`config.mk`:
```
export PLATFORM = sky130hd
export DESIGN_NAME = pressure_sensor_compensation
export DESIGN_NICKNAME = d
export VERILOG_FILES = /design/src/psc_pkg.sv /design/src/psc_cfg_regs.sv /design/src/psc_press_path.sv /design/src/psc_temp_path.sv /design/src/pressure_sensor_compensation.sv
export SDC_FILE = /design/constraint.sdc
export NUM_CORES = 2
export LEC_CHECK = 0
export BUFFER_PORTS_ARGS = -buffer_cell sky130_fd_sc_hd__buf_2
export CAP_MARGIN = 25
export CORE_MARGIN = 8
export CORE_UTILIZATION = 50
export CTS_CLUSTER_DIAMETER = 150
export CTS_CLUSTER_SIZE = 24
export DETAILED_ROUTE_END_ITERATION = 7
export PLACE_DENSITY = 0.66
export SLEW_MARGIN = 20
export SYNTH_ARGS = -nofsm -noshare
export SYNTH_HDL_FRONTEND = slang
export SYNTH_HIERARCHICAL = 1
export SYNTH_SLANG_ARGS = --single-unit
```
`constraint.sdc`:
```
create_clock -name clk_i -period 6.63 [get_ports clk_i]
set_input_delay 0.3315 -clock clk_i [delete_from_list [all_inputs] [get_ports clk_i]]
set_output_delay 0.3315 -clock clk_i [all_outputs]
set_load 0.05 [all_outputs]
```
`src/psc_pkg.sv`:
```
`default_nettype none
package psc_pkg;

  // Register indexes on the configuration port
  localparam int unsigned CfgIdxW = 4;
  localparam logic [CfgIdxW-1:0] RegOffset = 4'd0;
  localparam logic [CfgIdxW-1:0] RegSlope  = 4'd1;
  localparam logic [CfgIdxW-1:0] RegTemp   = 4'd2;
  localparam logic [CfgIdxW-1:0] RegCross  = 4'd3;

  // Pipeline depth from input beat to output register
  localparam int unsigned PipeDepth = 6;

  // Fixed-point constants
  localparam logic signed [10:0] TempRefCode  = 11'sd515;
  localparam logic signed [22:0] TempRecipQ16 = 23'sd3135928;  // 2^16*256/5.35
  localparam logic signed [15:0] TempRefQ8    = 16'sd6400;
  localparam logic signed [16:0] PresRecipQ16 = 17'sd41641;    // 2^16*650/1023
  localparam logic signed [19:0] PresBaseQ4   = 20'sd8000;

  // Calibration coefficients
  typedef struct packed {
    logic signed [15:0] a0;   // offset, 3 frac bits
    logic signed [15:0] b1;   // sensitivity, 13 frac bits
    logic signed [15:0] b2;   // temp offset, 14 frac bits
    logic signed [15:0] c12;  // cross term, 24 frac bits
  } coef_t;

  // Pipeline control shared by both paths
  typedef struct packed {
    logic en;  // all stages advance
  } pipe_ctrl_t;

endpackage
`default_nettype wire

```
`src/psc_cfg_regs.sv`:
```
`default_nettype none
module psc_cfg_regs (
  input  wire logic                          clk_i,
  input  wire logic                          rst_ni,
  input  wire logic                          wr_en_i,
  input  wire logic [psc_pkg::CfgIdxW-1:0]   wr_idx_i,
  input  wire logic [15:0]                   wr_data_i,
  output psc_pkg::coef_t                     coef_o
);
  import psc_pkg::*;

  coef_t coef_q;

  // Coefficient registers, writes beyond the list are dropped
  always_ff @(posedge clk_i or negedge rst_ni) begin
    if (!rst_ni) begin
      coef_q <= '0;
    end else if (wr_en_i) begin
      case (wr_idx_i)
        RegOffset: coef_q.a0  <= wr_data_i;
        RegSlope:  coef_q.b1  <= wr_data_i;
        RegTemp:   coef_q.b2  <= wr_data_i;
        RegCross:  coef_q.c12 <= wr_data_i;
        default: ;
      endcase
    end
  end

  assign coef_o = coef_q;

endmodule
`default_nettype wire

```
`src/psc_press_path.sv`:
```
`default_nettype none
module psc_press_path (
  input  wire logic                 clk_i,
  input  wire psc_pkg::pipe_ctrl_t  ctrl_i,
  input  wire psc_pkg::coef_t       coef_i,
  input  wire logic [9:0]           p_i,
  input  wire logic [9:0]           t_i,
  output logic signed [18:0]        comp_o,
  output logic signed [18:0]        hpa_o
);
  import psc_pkg::*;

  // stage 1: cross and temp products
  logic signed [25:0] cross_q, b2t_q;
  logic [9:0]         p1_q;
  // stage 2: linear coefficient and offset terms
  logic signed [16:0] a1_d, a1_q;
  logic signed [26:0] off_d, off2_q;
  logic [9:0]         p2_q;
  // stage 3: main product
  logic signed [27:0] prod_q;
  logic signed [26:0] off3_q;
  // stage 4: compensated code
  logic signed [28:0] sum_d;
  logic signed [18:0] comp4_q;
  // stage 5: hPa product
  logic signed [35:0] hprod_q;
  logic signed [18:0] comp5_q;
  // stage 6: output
  logic signed [19:0] hsum_d;
  logic signed [18:0] comp6_q, hpa6_q;

  always_comb begin
    a1_d  = coef_i.b1 + 17'(cross_q >>> 11);
    off_d = 27'(b2t_q >>> 1) + 27'($signed({coef_i.a0, 10'd0}));
    sum_d = 29'(prod_q) + 29'(off3_q);
    hsum_d = 20'(hprod_q >>> 16) + PresBaseQ4;
  end

  always_ff @(posedge clk_i) begin
    if (ctrl_i.en) begin
      cross_q <= coef_i.c12 * $signed({1'b0, t_i});
      b2t_q   <= coef_i.b2 * $signed({1'b0, t_i});
      p1_q    <= p_i;

      a1_q    <= a1_d;
      off2_q  <= off_d;
      p2_q    <= p1_q;

      prod_q  <= a1_q * $signed({1'b0, p2_q});
      off3_q  <= off2_q;

      comp4_q <= 19'(sum_d >>> 9);

      hprod_q <= comp4_q * PresRecipQ16;
      comp5_q <= comp4_q;

      hpa6_q  <= 19'(hsum_d);
      comp6_q <= comp5_q;
    end
  end

  assign comp_o = comp6_q;
  assign hpa_o  = hpa6_q;

endmodule
`default_nettype wire

```
`src/psc_temp_path.sv`:
```
`default_nettype none
module psc_temp_path (
  input  wire logic                 clk_i,
  input  wire psc_pkg::pipe_ctrl_t  ctrl_i,
  input  wire logic [9:0]           t_i,
  output logic signed [15:0]        temp_o
);
  import psc_pkg::*;

  logic signed [10:0] diff_q;
  logic signed [33:0] tprod_q;
  logic signed [15:0] temp_q [4];

  // difference, reciprocal multiply, offset, then delay to match pressure
  always_ff @(posedge clk_i) begin
    if (ctrl_i.en) begin
      diff_q     <= TempRefCode - $signed({1'b0, t_i});
      tprod_q    <= diff_q * TempRecipQ16;
      temp_q[0]  <= 16'(tprod_q >>> 16) + TempRefQ8;
      temp_q[1]  <= temp_q[0];
      temp_q[2]  <= temp_q[1];
      temp_q[3]  <= temp_q[2];
    end
  end

  assign temp_o = temp_q[3];

endmodule
`default_nettype wire

```
`src/pressure_sensor_compensation.sv`:
```
// Throughput: one beat per cycle; the six-stage multiply pipeline stalls
// as a whole only while the output register holds a beat not yet taken.
// Reset clears the coefficient registers to zero and all stage valid bits;
// the configuration port is always ready.
`default_nettype none
module pressure_sensor_compensation (
  input  wire logic                         clk_i,
  input  wire logic                         rst_ni,
  // input beat
  input  wire logic                         s_axis_tvalid_i,
  output logic                              s_axis_tready_o,
  input  wire logic [23:0]                  s_axis_tdata_i,  // pressure_adc, temp_adc
  // output beat
  output logic                              m_axis_tvalid_o,
  input  wire logic                         m_axis_tready_i,
  output logic [55:0]                       m_axis_tdata_o,  // pressure_comp,
                                                             // temperature_q8,
                                                             // pressure_hpa_q4
  // configuration writes
  input  wire logic                         cfg_valid_i,
  output logic                              cfg_ready_o,
  input  wire logic [psc_pkg::CfgIdxW-1:0]  cfg_index_i,
  input  wire logic [15:0]                  cfg_data_i
);
  import psc_pkg::*;

  coef_t              coef;
  pipe_ctrl_t         ctrl;
  logic [PipeDepth-1:0] vld_q;
  logic signed [18:0] comp, hpa;
  logic signed [15:0] temp;

  assign cfg_ready_o = 1'b1;

  psc_cfg_regs u_cfg (
    .clk_i     (clk_i),
    .rst_ni    (rst_ni),
    .wr_en_i   (cfg_valid_i && cfg_ready_o),
    .wr_idx_i  (cfg_index_i),
    .wr_data_i (cfg_data_i),
    .coef_o    (coef)
  );

  // Whole pipe moves unless the output beat is stalled
  assign ctrl.en         = !vld_q[PipeDepth-1] || m_axis_tready_i;
  assign s_axis_tready_o = ctrl.en;

  always_ff @(posedge clk_i or negedge rst_ni) begin
    if (!rst_ni) begin
      vld_q <= '0;
    end else if (ctrl.en) begin
      vld_q <= {vld_q[PipeDepth-2:0], s_axis_tvalid_i};
    end
  end

  psc_press_path u_press (
    .clk_i  (clk_i),
    .ctrl_i (ctrl),
    .coef_i (coef),
    .p_i    (s_axis_tdata_i[9:0]),
    .t_i    (s_axis_tdata_i[19:10]),
    .comp_o (comp),
    .hpa_o  (hpa)
  );

  psc_temp_path u_temp (
    .clk_i  (clk_i),
    .ctrl_i (ctrl),
    .t_i    (s_axis_tdata_i[19:10]),
    .temp_o (temp)
  );

  assign m_axis_tvalid_o = vld_q[PipeDepth-1];
  assign m_axis_tdata_o  = {2'b00, hpa, temp, comp};

endmodule
`default_nettype wire

```
==> results by group <==
Timing
  • RSZ-0062 raised after global routing: no
  • Worst Skew: 0.0241 ns
  • Hold WS: 0.122 ns
  • Setup TNS: 0 ns
  • Final period util: 0.907
  • Tightest Pin Transition: 0.920 ns
  • Final Hold Viols: 0
  • Final setup violation count: 0
  • Slew Limit Headroom: 0.387
  • Fmax: 166 MHz
  • Post-layout minimum cycle time: 6.01 ns
  • Slew Limit Fails: 0

Critical path
  • CP max stage delay: about 0.81 ns
  • CP max-delay cell: edfxtp_1
  • FF-to-FF path depth: 18
  • CP Data Arrival Time: roughly 6.4 ns
  • CP max FO: 17
  • Setup crit end kind: register
  • Reg2reg start: u_press/p2_q[4]$_DFFE_PP_
  • Startpoint types: register
  • Worst flop-to-flop path endpoint: u_press/prod_q[26]$_DFFE_PP_
  • CP startpoint: u_press/p2_q[4]$_DFFE_PP_
  • Critical path, cell by cell: nand2_1 > fa_1 > fa_1 > fa_1 > inv_1 > fa_1 > inv_1 > fa_1 > inv_1 > ha_1 > a21o_1 > or3_1 > a31oi_1 > o21ai_1 > a2111oi_2 > nor2_1 > a311oi_2 > xnor2_1
  • R2r setup slk: 0.62 ns
  • Crit Path Class: reg -> reg
  • Top cell by count, worst path: fa_1
  • Required time worst endpoint: around 7 ns

Die
  • Rows: about 110
  • Die width: roughly 310 µm
  • Initial Utilization: 0.505
  • Die Footprint: between 90000 and 100000 µm²
  • Die height: 307 µm
  • Io pins: roughly 110
  • Area of the core: ~84000 µm²

Clocking
  • CTS Buf Count: 22
  • CTS H-tree depth: 1
  • CTS tree: yes
  • Post-CTS Resized: 0
  • Clk sink count: about 420
  • Root Buffer: clkbuf_16
  • CTS clk-pin slew, worst paths: ~0.11 ns
  • Clock Latency Late Sink: approximately 0.6 ns
  • Post-CTS Setup Bufs: 0
  • Bufs on Longest Clock Path: 3

Cells and area
  • # diodes: 0
  • Final nets: about 5000
  • Layout cells sized above 1: 0.0646
  • Area grow syn2layout: 5.74%

Hold path
  • HP Start: cfg_data_i[15]
  • Worst min-delay path class: in -> reg
  • Hold path cells: 2
  • Hold Path End: u_cfg/coef_o[31]$_DFFE_PN0P_

Routing
  • Routed WL per cell: ~16 µm
  • First-pass DRT Iterations: 5
  • Via count: roughly 26000
  • Routed vias/inst: slightly above 5
  • DRT iter0 DRCs: approximately 1100
  • Detailed Route WL: slightly above 80000 µm
  • DRC: 0
  • Antenna-violating nets left: 0

Synth
  • Register area share after synthesis: 0.287
  • Yosys warnings: 6
  • Asr flop ratio synth: 0.169
  • Avg Inst Size Synth: between 10 and 15 µm²
  • Cell Area, Synth: between 40000 and 50000 µm²
  • Synth Register Bits: 415
  • Cell variety after synth: 95
  • Cells after Synth: slightly below 4000
  • Top_reg_cell synth: edfxtp_1
  • Number of synthesized flops with an enable pin: ~350

Place
  • Placed wire-length estimate: between 60000 and 70000 µm
  • Final RePlAce weighted congestion: 0.852
  • IO Port Bufs: 100

GRT
  • Global route overflow: 0
  • Total global-route track usage: 0.179
  • Largest net degree at the start of global routing: ~160
  • First-pass GRT wire length: 138000 µm
  • Vias in the first global route: between 20000 and 30000
  • Initial antenna violation count: 1

Flow run
  • Maxcap violations: 0

Outcome
  • Status: completed
==> placed cells by master (no fill, tap or decap), types with 5 or more instances in the layout <==
cell,count
a2111oi_0,7
a211o_1,5
a211oi_1,9
a21o_1,54
a21oi_1,109
a31oi_1,14
a41oi_1,5
and2_1,219
and3_1,16
buf_2,99
buf_4,18
clkbuf_16,22
dfrtp_1,70
dlygate4sd3_1,12
edfxtp_1,345
fa_1,592
ha_1,438
inv_1,931
mux2_2,66
mux2_4,5
mux2i_1,5
nand2_1,339
nand2b_1,13
nand3_1,27
nand4_1,10
nor2_1,77
nor2b_1,15
nor3_1,27
o2111ai_1,5
o211ai_1,5
o21a_1,23
o21ai_0,33
o21ai_1,21
o21bai_1,24
xnor2_1,136
xor2_1,47
==> metrics by stage <==
stage               setup slack [ns]  cell area [µm²]   util  instances
floorplan                      0.958            42200      -       3885
global placement               0.621            43900  0.524       5037
detailed placement             0.573            43900  0.524       5037
CTS                            0.611            44600  0.533       5079
global route                   0.339            44600  0.533       5080
finish                         0.618            44600  0.533       5080
==> synth_stat cells, types with 5 or more instances <==
master | instances | area, µm²
buf_1 | 5 | 18.8
mux2_4 | 5 | 75.1
a21o_1 | 54 | 405
o21a_1 | 23 | 173
o21ai_1 | 21 | 105
o21ai_0 | 33 | 165
nand2b_1 | 13 | 81.3
nand3_1 | 27 | 135
nand2_1 | 339 | 1270
nor2b_1 | 15 | 93.8
a31oi_1 | 14 | 87.6
dfrtp_1 | 70 | 1750
mux2_2 | 66 | 743
and2_1 | 219 | 1370
mux2i_1 | 5 | 50.1
fa_1 | 592 | 11900
nor2_1 | 77 | 289
nand4_1 | 10 | 62.6
o21bai_1 | 24 | 180
o2111ai_1 | 5 | 43.8
xor2_1 | 47 | 412
nor3_1 | 27 | 135
a211oi_1 | 9 | 67.6
a21oi_1 | 109 | 546
a41oi_1 | 5 | 43.8
buf_6 | 7 | 78.8
ha_1 | 438 | 5480
clkbuf_1 | 85 | 319
xnor2_1 | 136 | 1190
o211ai_1 | 5 | 37.5
edfxtp_1 | 345 | 10400
and3_1 | 16 | 100
a211o_1 | 5 | 43.8
a2111oi_0 | 7 | 61.3
inv_1 | 931 | 3490
==> worst max-delay path: cells and delay by family, from the launching register on <==
kind / cells / cell delay [ns]
DFF: 1 / 0.81
and+or+nand+nor: 3 / 0.60
xor gates and xnor gates: 1 / 0.09
adders and majority gates: 6 / 2.84
AOI/OAI and AO/OA: 5 / 1.29
buffers and inverters: 3 / 0.14
==> worst max path at each step <==
stage	end	slack, ns
3_3_place_gp	u_press/cross_q[25]$_DFFE_PP_	0.62
6_report	u_press/prod_q[26]$_DFFE_PP_	0.62
2_1_floorplan	u_press/prod_q[26]$_DFFE_PP_	0.96
5_1_grt	u_press/prod_q[26]$_DFFE_PP_	0.34
3_5_place_dp	u_press/cross_q[25]$_DFFE_PP_	0.57
4_1_cts	u_press/prod_q[26]$_DFFE_PP_	0.61
==> flip-flops by register name, summed over array words and instances, names as in the netlist, 22 cells and up <==
register         cells
u_cfg/coef_o        64
u_temp/temp_q       64
u_press/prod_q      28
u_press/off2_q      27
u_press/off3_q      27
u_press/b2t_q       25
u_press/hprod_q     22
==> cells by family after synthesis <==
group                      Yosys count  synth area share
and+or+nand+nor                    775            0.0902
AOI/OAI and AO/OA                  371            0.0605
muxes                               76            0.0206
DFF                                415             0.287
adders and majority gates         1030             0.410
xor gates and xnor gates           183            0.0380
buffers and inverters             1032            0.0933
other                                2          0.000178
==> metal layers <==
metal,track usage,vias to the layer above,wire [µm]
li1,-,12300,-
met1,0.241,12800,37600
met2,0.314,418,40500
met3,0.0210,87,3290
met4,0.0309,0,1410
met5,0,-,0
==> layout make-up <==
cell class	count	area, µm²
clock buffers	24	558
fillers	7407	39000
well taps	1134	1420
flip-flops and latches	415	12100
inverters	931	3490
clock inverters	6	67.6
repair buffers	132	818
multi-input cells	2438	26200
==> timing repair <==
action                                  4_1_cts  5_1_grt
hold buffers                                 12        0
endpoints found under the hold margin        81        0
endpoints found under the setup margin        0        0
Power is not shown: default switching activity piles up to over one toggle a cycle in this logic, so the estimate is an artifact.
